### src/rtl/pixel_color_family_classifier_macros.svh
// Assertion macros shared by the pixel color family classifier RTL.
`ifndef PIXEL_COLOR_FAMILY_CLASSIFIER_MACROS_SVH
`define PIXEL_COLOR_FAMILY_CLASSIFIER_MACROS_SVH

// Same-cycle implication, disabled during reset.
`define PCCF_ASSERT_NOW(label, clk, rst_n, ante, cons) \
    label: assert property (@(posedge clk) disable iff (!rst_n) (ante) |-> (cons)) \
        else $error("pccf assertion failed");

// Next-cycle implication, disabled during reset.
`define PCCF_ASSERT_NEXT(label, clk, rst_n, ante, cons) \
    label: assert property (@(posedge clk) disable iff (!rst_n) (ante) |=> (cons)) \
        else $error("pccf assertion failed");

`endif

### src/rtl/pccf_pkg.sv
// Types and constants of the pixel color family classifier.
package pccf_pkg;

    localparam int SEL_W = 7;
    localparam logic [SEL_W-1:0] SEL_RESET = 7'h7F;

    typedef enum logic [2:0] {
        FAM_NONE   = 3'd0,
        FAM_RED    = 3'd1,
        FAM_BLUE   = 3'd2,
        FAM_YO     = 3'd3,
        FAM_GREEN  = 3'd4,
        FAM_BLACK  = 3'd5,
        FAM_WHITE  = 3'd6,
        FAM_SKIN   = 3'd7
    } family_t;

    // Q16 luma weights, summing to 65536
    localparam logic [23:0] LUMA_WR = 24'd13933;
    localparam logic [23:0] LUMA_WG = 24'd46871;
    localparam logic [23:0] LUMA_WB = 24'd4732;

    // Skin luma window on the full Q16 sum
    localparam logic [23:0] SKIN_LUMA_LO = 24'd95 << 16;
    localparam logic [23:0] SKIN_LUMA_HI = 24'd205 << 16;

endpackage

### src/rtl/pccf_pixel_if.sv
// Pixel request channel: valid/ready handshake with an RGB payload.
interface pccf_pixel_if;
    logic       valid;
    logic       ready;
    logic [7:0] red;
    logic [7:0] green;
    logic [7:0] blue;

    modport source (output valid, output red, output green, output blue, input ready);
    modport sink   (input valid, input red, input green, input blue, output ready);
endinterface

### src/rtl/pccf_result_if.sv
// Result request channel: valid/ready handshake with the classification payload.
interface pccf_result_if;
    logic        valid;
    logic        ready;
    logic [2:0]  family;
    logic [2:0]  raw_family;
    logic        is_selected;
    logic [15:0] luma_q8;
    logic [7:0]  chroma;

    modport source (output valid, output family, output raw_family, output is_selected,
                    output luma_q8, output chroma, input ready);
    modport sink   (input valid, input family, input raw_family, input is_selected,
                    input luma_q8, input chroma, output ready);
endinterface

### src/rtl/pixel_color_family_classifier.sv
// Top level of the pixel color family classifier.
//
// Usage: pixels enter on the pixel channel (valid/ready, red/green/blue),
// one class result per pixel leaves on the result channel in order.
// The block has two register ranks: an input register and a result
// register, with max/min/chroma, the Q16 luma sum and the rule chain in
// between. An accepted pixel passes the input register and then the result
// register, which drives the result channel. Throughput is one pixel per
// cycle; the two ranks advance together whenever the result register is
// empty or being taken.
// When the receiver stalls, the result register holds; one more pixel
// can sit in the input register, then pixel.ready drops.
// Reset empties both ranks and sets sel_reg to all seven
// families. cfg_we writes cfg_wdata into sel_reg at the edge;
// write it only while no pixel is in flight.
`include "pixel_color_family_classifier_macros.svh"

module pixel_color_family_classifier (
    input  logic                         clk,
    input  logic                         rst_n,
    input  logic                         cfg_we,
    input  logic [pccf_pkg::SEL_W-1:0]   cfg_wdata,
    pccf_pixel_if.sink                   pixel,
    pccf_result_if.source                result
);
    import pccf_pkg::*;

    logic [SEL_W-1:0] sel_reg;

    logic       s1_valid_reg;
    logic [7:0] s1_red_reg;
    logic [7:0] s1_green_reg;
    logic [7:0] s1_blue_reg;

    logic        out_valid_reg;
    family_t     out_family_reg;
    family_t     out_raw_reg;
    logic [15:0] out_luma_reg;
    logic [7:0]  out_chroma_reg;

    logic out_load;
    logic s1_load;

    logic [7:0]        hi;
    logic [7:0]        lo;
    logic [7:0]        ch;
    logic [23:0]       luma16;
    logic signed [9:0] rs;
    logic signed [9:0] gs;
    logic signed [9:0] bs;
    logic signed [9:0] his;
    logic signed [9:0] los;
    logic signed [9:0] chs;
    logic              skin_luma_ok;
    family_t           raw_next;
    family_t           family_next;
    logic [2:0]        mask_idx;

    // advance the result rank when it is empty or being taken
    assign out_load    = !out_valid_reg || result.ready;
    assign s1_load     = !s1_valid_reg || out_load;
    assign pixel.ready = s1_load;

    always_ff @(posedge clk or negedge rst_n)
    begin
        if (!rst_n)
        begin
            sel_reg <= SEL_RESET;
        end
        else if (cfg_we)
        begin
            sel_reg <= cfg_wdata;
        end
    end

    always_ff @(posedge clk or negedge rst_n)
    begin
        if (!rst_n)
        begin
            s1_valid_reg  <= 1'b0;
            out_valid_reg <= 1'b0;
        end
        else
        begin
            if (s1_load)
            begin
                s1_valid_reg <= pixel.valid;
            end
            if (out_load)
            begin
                out_valid_reg <= s1_valid_reg;
            end
        end
    end

    always_ff @(posedge clk)
    begin
        if (s1_load && pixel.valid)
        begin
            s1_red_reg   <= pixel.red;
            s1_green_reg <= pixel.green;
            s1_blue_reg  <= pixel.blue;
        end
        if (out_load && s1_valid_reg)
        begin
            out_family_reg <= family_next;
            out_raw_reg    <= raw_next;
            out_luma_reg   <= luma16[23:8];
            out_chroma_reg <= ch;
        end
    end

    always_comb
    begin
        hi = (s1_red_reg > s1_green_reg) ? s1_red_reg : s1_green_reg;
        if (s1_blue_reg > hi)
        begin
            hi = s1_blue_reg;
        end
        lo = (s1_red_reg < s1_green_reg) ? s1_red_reg : s1_green_reg;
        if (s1_blue_reg < lo)
        begin
            lo = s1_blue_reg;
        end
        ch = hi - lo;
    end

    assign luma16 = LUMA_WR * 24'(s1_red_reg) + LUMA_WG * 24'(s1_green_reg)
                  + LUMA_WB * 24'(s1_blue_reg);

    assign skin_luma_ok = (luma16 >= SKIN_LUMA_LO) && (luma16 <= SKIN_LUMA_HI);

    // signed copies so that offsets below zero compare as in integer math
    assign rs  = signed'({2'b00, s1_red_reg});
    assign gs  = signed'({2'b00, s1_green_reg});
    assign bs  = signed'({2'b00, s1_blue_reg});
    assign his = signed'({2'b00, hi});
    assign los = signed'({2'b00, lo});
    assign chs = signed'({2'b00, ch});

    // first rule that holds wins
    always_comb
    begin
        if (his <= 10'sd48 && chs <= 10'sd34)
        begin
            raw_next = FAM_BLACK;
        end
        else if (los >= 10'sd210 && chs <= 10'sd48)
        begin
            raw_next = FAM_WHITE;
        end
        else if (rs >= 10'sd120 && gs >= 10'sd70 && bs >= 10'sd45
                 && rs > gs + 10'sd28 && rs > bs + 10'sd48
                 && gs >= bs - 10'sd8 && gs <= rs - 10'sd18 && skin_luma_ok)
        begin
            raw_next = FAM_SKIN;
        end
        else if (rs >= 10'sd150 && gs >= 10'sd95 && bs <= 10'sd120
                 && rs >= gs - 10'sd15 && chs >= 10'sd70)
        begin
            raw_next = FAM_YO;
        end
        else if (rs >= 10'sd145 && rs > gs + 10'sd55 && rs > bs + 10'sd45
                 && gs <= 10'sd135 && chs >= 10'sd70)
        begin
            raw_next = FAM_RED;
        end
        else if (bs >= 10'sd120 && bs > rs + 10'sd45 && bs > gs + 10'sd35
                 && chs >= 10'sd65)
        begin
            raw_next = FAM_BLUE;
        end
        else if (gs >= 10'sd105 && gs > rs + 10'sd35 && gs > bs + 10'sd30
                 && chs >= 10'sd55)
        begin
            raw_next = FAM_GREEN;
        end
        else
        begin
            raw_next = FAM_NONE;
        end
    end

    // family code n is kept by mask bit n-1
    assign mask_idx = 3'(raw_next) - 3'd1;

    always_comb
    begin
        family_next = FAM_NONE;
        if (raw_next != FAM_NONE && sel_reg[mask_idx])
        begin
            family_next = raw_next;
        end
    end

    assign result.valid       = out_valid_reg;
    assign result.family      = out_family_reg;
    assign result.raw_family  = out_raw_reg;
    assign result.is_selected = (out_family_reg != FAM_NONE);
    assign result.luma_q8     = out_luma_reg;
    assign result.chroma      = out_chroma_reg;

    `PCCF_ASSERT_NEXT(a_accept_fills_s1, clk, rst_n, pixel.valid && pixel.ready, s1_valid_reg)
    `PCCF_ASSERT_NEXT(a_s1_moves_out, clk, rst_n, s1_valid_reg && out_load, out_valid_reg)
    `PCCF_ASSERT_NOW(a_family_is_raw, clk, rst_n,
        result.valid && result.family != FAM_NONE, result.family == result.raw_family)
    `PCCF_ASSERT_NOW(a_black_low_chroma, clk, rst_n,
        result.valid && result.raw_family == FAM_BLACK, result.chroma <= 8'd34)

endmodule
### src/flat_wrapper.sv
// flat-port wrapper written by rule: the top's interface ports become plain ports
module pixel_color_family_classifier_flat import pccf_pkg::*;
  (clk, rst_n, cfg_we, cfg_wdata, pixel_valid, pixel_red, pixel_green, pixel_blue, pixel_ready, result_valid, result_family, result_raw_family, result_is_selected, result_luma_q8, result_chroma, result_ready);
  pccf_pixel_if pixel_i ();
  pccf_result_if result_i ();
  input  logic clk;
  input  logic rst_n;
  input  logic cfg_we;
  input  logic [pccf_pkg::SEL_W-1:0] cfg_wdata;
  input wire logic [$bits(pixel_i.valid)-1:0] pixel_valid;
  input wire logic [$bits(pixel_i.red)-1:0] pixel_red;
  input wire logic [$bits(pixel_i.green)-1:0] pixel_green;
  input wire logic [$bits(pixel_i.blue)-1:0] pixel_blue;
  output wire logic [$bits(pixel_i.ready)-1:0] pixel_ready;
  output wire logic [$bits(result_i.valid)-1:0] result_valid;
  output wire logic [$bits(result_i.family)-1:0] result_family;
  output wire logic [$bits(result_i.raw_family)-1:0] result_raw_family;
  output wire logic [$bits(result_i.is_selected)-1:0] result_is_selected;
  output wire logic [$bits(result_i.luma_q8)-1:0] result_luma_q8;
  output wire logic [$bits(result_i.chroma)-1:0] result_chroma;
  input wire logic [$bits(result_i.ready)-1:0] result_ready;
  assign pixel_i.valid = pixel_valid;
  assign pixel_i.red = pixel_red;
  assign pixel_i.green = pixel_green;
  assign pixel_i.blue = pixel_blue;
  assign pixel_ready = pixel_i.ready;
  assign result_valid = result_i.valid;
  assign result_family = result_i.family;
  assign result_raw_family = result_i.raw_family;
  assign result_is_selected = result_i.is_selected;
  assign result_luma_q8 = result_i.luma_q8;
  assign result_chroma = result_i.chroma;
  assign result_i.ready = result_ready;
  pixel_color_family_classifier u_core (.clk(clk), .rst_n(rst_n), .cfg_we(cfg_we), .cfg_wdata(cfg_wdata), .pixel(pixel_i), .result(result_i));
endmodule
### config.mk
export PLATFORM = sky130hd
export DESIGN_NAME = pixel_color_family_classifier_flat
export DESIGN_NICKNAME = d
export VERILOG_FILES = /design/src/rtl/pccf_pkg.sv /design/src/rtl/pccf_pixel_if.sv /design/src/rtl/pccf_result_if.sv /design/src/rtl/pixel_color_family_classifier.sv /design/src/flat_wrapper.sv
export VERILOG_INCLUDE_DIRS = /design/src /design/src/rtl
export SDC_FILE = /design/constraint.sdc
export NUM_CORES = 1
export LEC_CHECK = 0
export BUFFER_PORTS_ARGS = -buffer_cell sky130_fd_sc_hd__buf_2
export CORE_AREA = 5 5 231 256
export CTS_CLUSTER_SIZE = 30
export DETAILED_ROUTE_END_ITERATION = 16
export DIE_AREA = 0 0 236 261
export PLACE_DENSITY_LB_ADDON = 0.08
export SLEW_MARGIN = 20
export SYNTH_ARGS = -nofsm -noshare
export SYNTH_HDL_FRONTEND = slang
export SYNTH_SLANG_ARGS = --single-unit
### constraint.sdc
create_clock -name clk -period 26.2 [get_ports clk]
set_clock_uncertainty 0.15 [all_clocks]
set_input_delay 7.86 -clock clk [delete_from_list [all_inputs] [get_ports clk]]
set_output_delay 7.86 -clock clk [all_outputs]
set_load 0.1 [all_outputs]
==> After elaboration in Yosys (flattened, before gate mapping) <==
Cells that the tools add are included.
{ "totals": {"inputBits": 36, "reg_bits": 63} }
{ "classes": {"n_mul": 3, "reduce_logical": 33, "n_mux": 13, "addsub": 15, "order_cmp": 35} }
{ "ops": {"columns": ["operator", "n"], "rows": [
  ["9-bit by 10-bit > comparator with 1-bit output", 8],
  ["8-bit by 7-bit >= comparator with 1-bit output, second input constant", 7],
  ["8-bit by 6-bit adder with 9-bit output, second input constant", 6],
  ["8-bit two-way mux", 4],
  ["1-bit logical AND", 27],
  ["22-bit by 24-bit adder with 24-bit output", 1],
  ["24-bit by 21-bit adder with 24-bit output", 1],
  ["24-bit by 23-bit >= comparator with 1-bit output, second input constant", 1],
  ["8-bit >= comparator, second input constant", 3],
  ["24-bit <= comparator, second input constant", 1],
  ["8-bit by 6-bit <= comparator with 1-bit output, second input constant", 3],
  ["16-bit by 8-bit multiplier with 24-bit output, first input constant", 1],
  ["14-bit by 8-bit multiplier with 22-bit output, first input constant", 1],
  ["3-bit two-way mux", 7],
  ["9-bit by 10-bit >= comparator with 1-bit output", 2],
  ["11-bit by 8-bit multiplier with 19-bit output, first input constant", 1],
  ["8-bit by 5-bit adder with 9-bit output, second input constant", 2],
  ["8-bit by 4-bit subtractor with 9-bit output, second input constant", 2],
  ["8-bit by 6-bit >= comparator with 1-bit output, second input constant", 2],
  ["8-bit > comparator", 2],
  ["8-bit less-than comparator", 2],
  ["9-bit by 10-bit <= comparator with 1-bit output", 1],
  ["8-bit by 5-bit subtractor with 9-bit output, second input constant", 1],
  ["8-bit by 7-bit <= comparator with 1-bit output, second input constant", 1],
  ["9 further kinds", 12]
]} }

==> Depth between registers and ports, before layout <==
{ "depth": {"word_depth": 18, "ltp_mapped": 45, "depth_no_buf": 45} }

==> Worst setup path before layout <==
OpenSTA, ideal clock, no wires.
{ "synth_timing": {"kind": "input to output", "start": "in result_ready", "end": "out pixel_ready", "path_slack_ps": 9508, "cell_stages": 1, "required_ps": 18190, "t_arrival_ps": 8682, "cell_sequence": "nand3b_1"} }
{ "synth_via": {"elab_chain_cells": 2} }
{ "synth_lines": {"columns": ["element", "line", "source"], "rows": [
  ["start, declared", "flat_wrapper.sv:21", "input wire logic [$bits(result_i.ready)-1:0] result_ready;"],
  ["1-bit logical OR", "pixel_color_family_classifier.sv:60", "assign out_load = !out_valid_reg || result.ready;"],
  ["1-bit logical OR", "pixel_color_family_classifier.sv:61", "assign s1_load = !s1_valid_reg || out_load;"],
  ["end, declared", "flat_wrapper.sv:14", "output wire logic [$bits(pixel_i.ready)-1:0] pixel_ready;"]
]} }
Every way passes these cells.

==> Worst setup path in the final report <==
Same ends and word-level chain as after synthesis.

==> metrics.txt <==
# TYPE chip_impl_metric gauge
chip_impl_metric{name="largest_register_ff_count",unit=""} 16
chip_impl_info{name="crit_path_start_kind",value="input port"} 1
chip_impl_metric{name="cts-resized-gates",unit=""} 0
chip_impl_metric{name="vias_per_cell",unit=""} 4.53
chip_impl_metric{name="final_nets",unit=""} 2025
chip_impl_metric{name="antenna_found_initial",unit=""} 0
chip_impl_metric{name="detail-route-antenna-nets",unit=""} 0
chip_impl_info{name="timing_worst_setup_path_type",value="in2out"} 1
chip_impl_metric{name="timing.slew.headroom",unit=""} 0.446
chip_impl_metric{name="clock_path_buffers",unit=""} 2
chip_impl_metric{name="crit_fanout",unit=""} 3
chip_impl_metric{name="route.vias.total",unit=""} 10400
chip_impl_info{name="yosys-top-cells-count",value="304 x sky130_fd_sc_hd__ha_1, 270 x sky130_fd_sc_hd__inv_1, 139 x sky130_fd_sc_hd__fa_1"} 1
chip_impl_metric{name="pin_count_of_the_biggest_net_entering_global_routing",unit=""} 31
chip_impl_metric{name="clkSlewWorstSetupHoldPaths",unit="ns"} 0.06
chip_impl_metric{name="syn-instance-count",unit=""} 1457
chip_impl_info{name="synthTopCellsByArea",value="sky130_fd_sc_hd__ha_1 27%, sky130_fd_sc_hd__fa_1 20%, sky130_fd_sc_hd__edfxtp_1 12%"} 1
chip_impl_metric{name="highest_attainable_clock_frequency",unit="MHz"} 60.6
chip_impl_metric{name="routedWlPerCell",unit="um"} 20.0
chip_impl_metric{name="fraction_of_final_layout_cells_sized_beyond_drive_strength_1",unit=""} 0.106
chip_impl_metric{name="track_usage",unit=""} 0.149
chip_impl_info{name="run_status",value="completed"} 1
chip_impl_info{name="crit_path_end_kind",value="primary output"} 1
chip_impl_metric{name="synth_top_cell_area_share",unit=""} 0.274
chip_impl_metric{name="placementRows",unit=""} 92
chip_impl_metric{name="synthArstFlopShare",unit=""} 0.143
chip_impl_metric{name="clock_tree.htree_level_count",unit=""} 3
chip_impl_info{name="cts_tree",value="done"} 1
chip_impl_metric{name="timing.final.hold_violations",unit=""} 0
chip_impl_metric{name="postSynthAreaPerCell",unit="um2"} 9.54
chip_impl_metric{name="grt_first_pass_wirelength",unit="um"} 69500
chip_impl_metric{name="timing_worst_slew_pin_value",unit="ns"} 0.810
chip_impl_metric{name="place.gp.congestion",unit=""} 0.827
chip_impl_info{name="unrepaired_setup_endpoints_after_global_routing",value="no"} 1
chip_impl_metric{name="dp.final_hpwl",unit="um"} 37100
chip_impl_info{name="postSynth.topFlopCell",value="sky130_fd_sc_hd__edfxtp_1"} 1
chip_impl_info{name="synth_largest_area_cell",value="sky130_fd_sc_hd__ha_1"} 1
chip_impl_metric{name="required",unit="ns"} 18.19
chip_impl_metric{name="slew_violations",unit=""} 0
chip_impl_metric{name="route.detailed.drc",unit=""} 0
chip_impl_metric{name="coreArea",unit="um2"} 56500
chip_impl_metric{name="post_synthesis_net_count",unit=""} 1936
chip_impl_metric{name="floorplan.io_pins",unit=""} 69
chip_impl_metric{name="detailedRoute.firstIterationViolations",unit=""} 426
chip_impl_metric{name="clock_latency_at_the_later_pin_of_the_worst_skew_pair",unit="ns"} 0.37
chip_impl_metric{name="routed_wirelength",unit="um"} 46000
chip_impl_metric{name="setup-tns-final",unit="ns"} 0
chip_impl_info{name="timing.hold.worst.class",value="reg2reg"} 1
chip_impl_metric{name="post_cts_setup_inserts",unit=""} 0
chip_impl_metric{name="synth_cell_types",unit=""} 91
chip_impl_info{name="yosys.cell_count.top_type",value="sky130_fd_sc_hd__ha_1"} 1
chip_impl_metric{name="syn_to_final_growth",unit="%"} 12.4
chip_impl_metric{name="grt_pass1_vias",unit=""} 11100
chip_impl_metric{name="clkSinkCount",unit=""} 63
chip_impl_metric{name="number_of_iterations_in_the_first_detailed_routing_pass",unit=""} 5
chip_impl_metric{name="buffer_ports.inserted",unit=""} 68
chip_impl_metric{name="period_minus_ws_final",unit="ns"} 16.51
chip_impl_metric{name="design.die.area",unit="um2"} 61600
chip_impl_metric{name="initial_core_utilization",unit=""} 0.246
chip_impl_metric{name="hold_ws",unit="ns"} 0.344
chip_impl_metric{name="die_h",unit="um"} 261
chip_impl_metric{name="max_cap_violations",unit=""} 0
chip_impl_metric{name="final.period_utilization",unit=""} 0.630
chip_impl_metric{name="worst_ep_arrival_time",unit="ns"} 8.50
chip_impl_metric{name="synthesis.area",unit="um2"} 13900
chip_impl_metric{name="timing.final.setup_violations",unit=""} 0
chip_impl_metric{name="post_synthesis_sequential_element_count",unit=""} 63
chip_impl_metric{name="grt.overflow.total",unit=""} 0
chip_impl_metric{name="n_antenna_cell",unit=""} 0
chip_impl_metric{name="synth-warning-count",unit=""} 0
chip_impl_metric{name="cts-buffers-inserted",unit=""} 9
chip_impl_metric{name="synth_edf_count",unit=""} 54
chip_impl_metric{name="synth-seq-area-share",unit=""} 0.134
chip_impl_metric{name="die_width",unit="um"} 236
chip_impl_info{name="clockRootBuffer",value="sky130_fd_sc_hd__clkbuf_16"} 1
chip_impl_metric{name="cts_hold_repair.buffers",unit=""} 0
metrics by stage:
| stage | util | cells | setup slack [ns] | cell area [um2] |
|---|---|---|---|---|
| after floorplan | - | 1457 | 9.51 | 13900 |
| after global placement | 0.271 | 2287 | 9.68 | 15300 |
| after detailed placement | 0.271 | 2287 | 9.69 | 15300 |
| after CTS | 0.276 | 2303 | 9.69 | 15600 |
| after global routing | 0.276 | 2303 | 9.63 | 15600 |
| final | 0.276 | 2303 | 9.69 | 15600 |
critical path: stages:
cell,delay (ns)
sky130_fd_sc_hd__buf_2,0.08
sky130_fd_sc_hd__nand3b_1,0.12
sky130_fd_sc_hd__buf_2,0.44
path summary, 6_finish.rpt:
path | slack, ns | start | cells past startpoint | end
hold reg to reg | 0.34 | u_core.s1_valid_reg | 1 | u_core.result.valid
setup reg to reg | 15.15 | u_core.s1_blue_reg[2] | 45 | u_core.result.family[0]
hold / removal | 0.34 | u_core.s1_valid_reg | 1 | u_core.result.valid
setup / recovery | 9.69 | result_ready | 3 | pixel_ready
max in group asynchronous | 18.46 | rst_n | 1 | u_core.sel_reg[1]
min in group asynchronous | 7.19 | rst_n | 1 | u_core.result.valid
placed cells by master (no fill, tap or decap), drive strengths merged, types with 15 or more instances in the layout:
| master | Yosys | layout |
|---|---|---|
| a31oi | 16 | 16 |
| ha | 304 | 304 |
| nand3 | 19 | 19 |
| inv | 271 | 274 |
| nor2 | 51 | 51 |
| nand4 | 17 | 17 |
| xnor2 | 76 | 76 |
| a21o | 29 | 29 |
| nor3 | 16 | 16 |
| buf | 5 | 95 |
| xor2 | 15 | 15 |
| nand2 | 73 | 73 |
| a21oi | 80 | 80 |
| o21a | 37 | 37 |
| fa | 139 | 139 |
| edfxtp | 54 | 54 |
| o21ai | 51 | 51 |
| o21bai | 15 | 15 |
routing by layer:
layer / GRT usage / routed length, um / vias up
met1: 0.203 / 21900 / 5141
met5: 0 / 0 / -
met4: 0.0297 / 592 / 0
met2: 0.260 / 22500 / 118
li1: - / - / 5160
met3: 0.0148 / 963 / 25
logic make-up after synthesis:
kind of cell	after synthesis	synth area share
and+or+nand+nor	249	0.0909
buffers and inverters	292	0.0794
xor gates and xnor gates	91	0.0584
muxes	17	0.0137
adders and majority gates	443	0.474
DFF	63	0.134
AOI/OAI and AO/OA	302	0.150
area by class of cell:
class                           count  area (um2)
Fill cell                        6083       40900
Multi-Input combinational cell   1102       10900
Sequential cell                    63        1860
Inverter                          275        1030
Tap cell                          752         941
Timing Repair Buffer               95         543
Clock buffer                       13         292
Clock inverter                      3        18.8
Power is left out: the tool's default activity adds up to more than one toggle a clock period on the data nets, which glitch-free logic cannot reach.
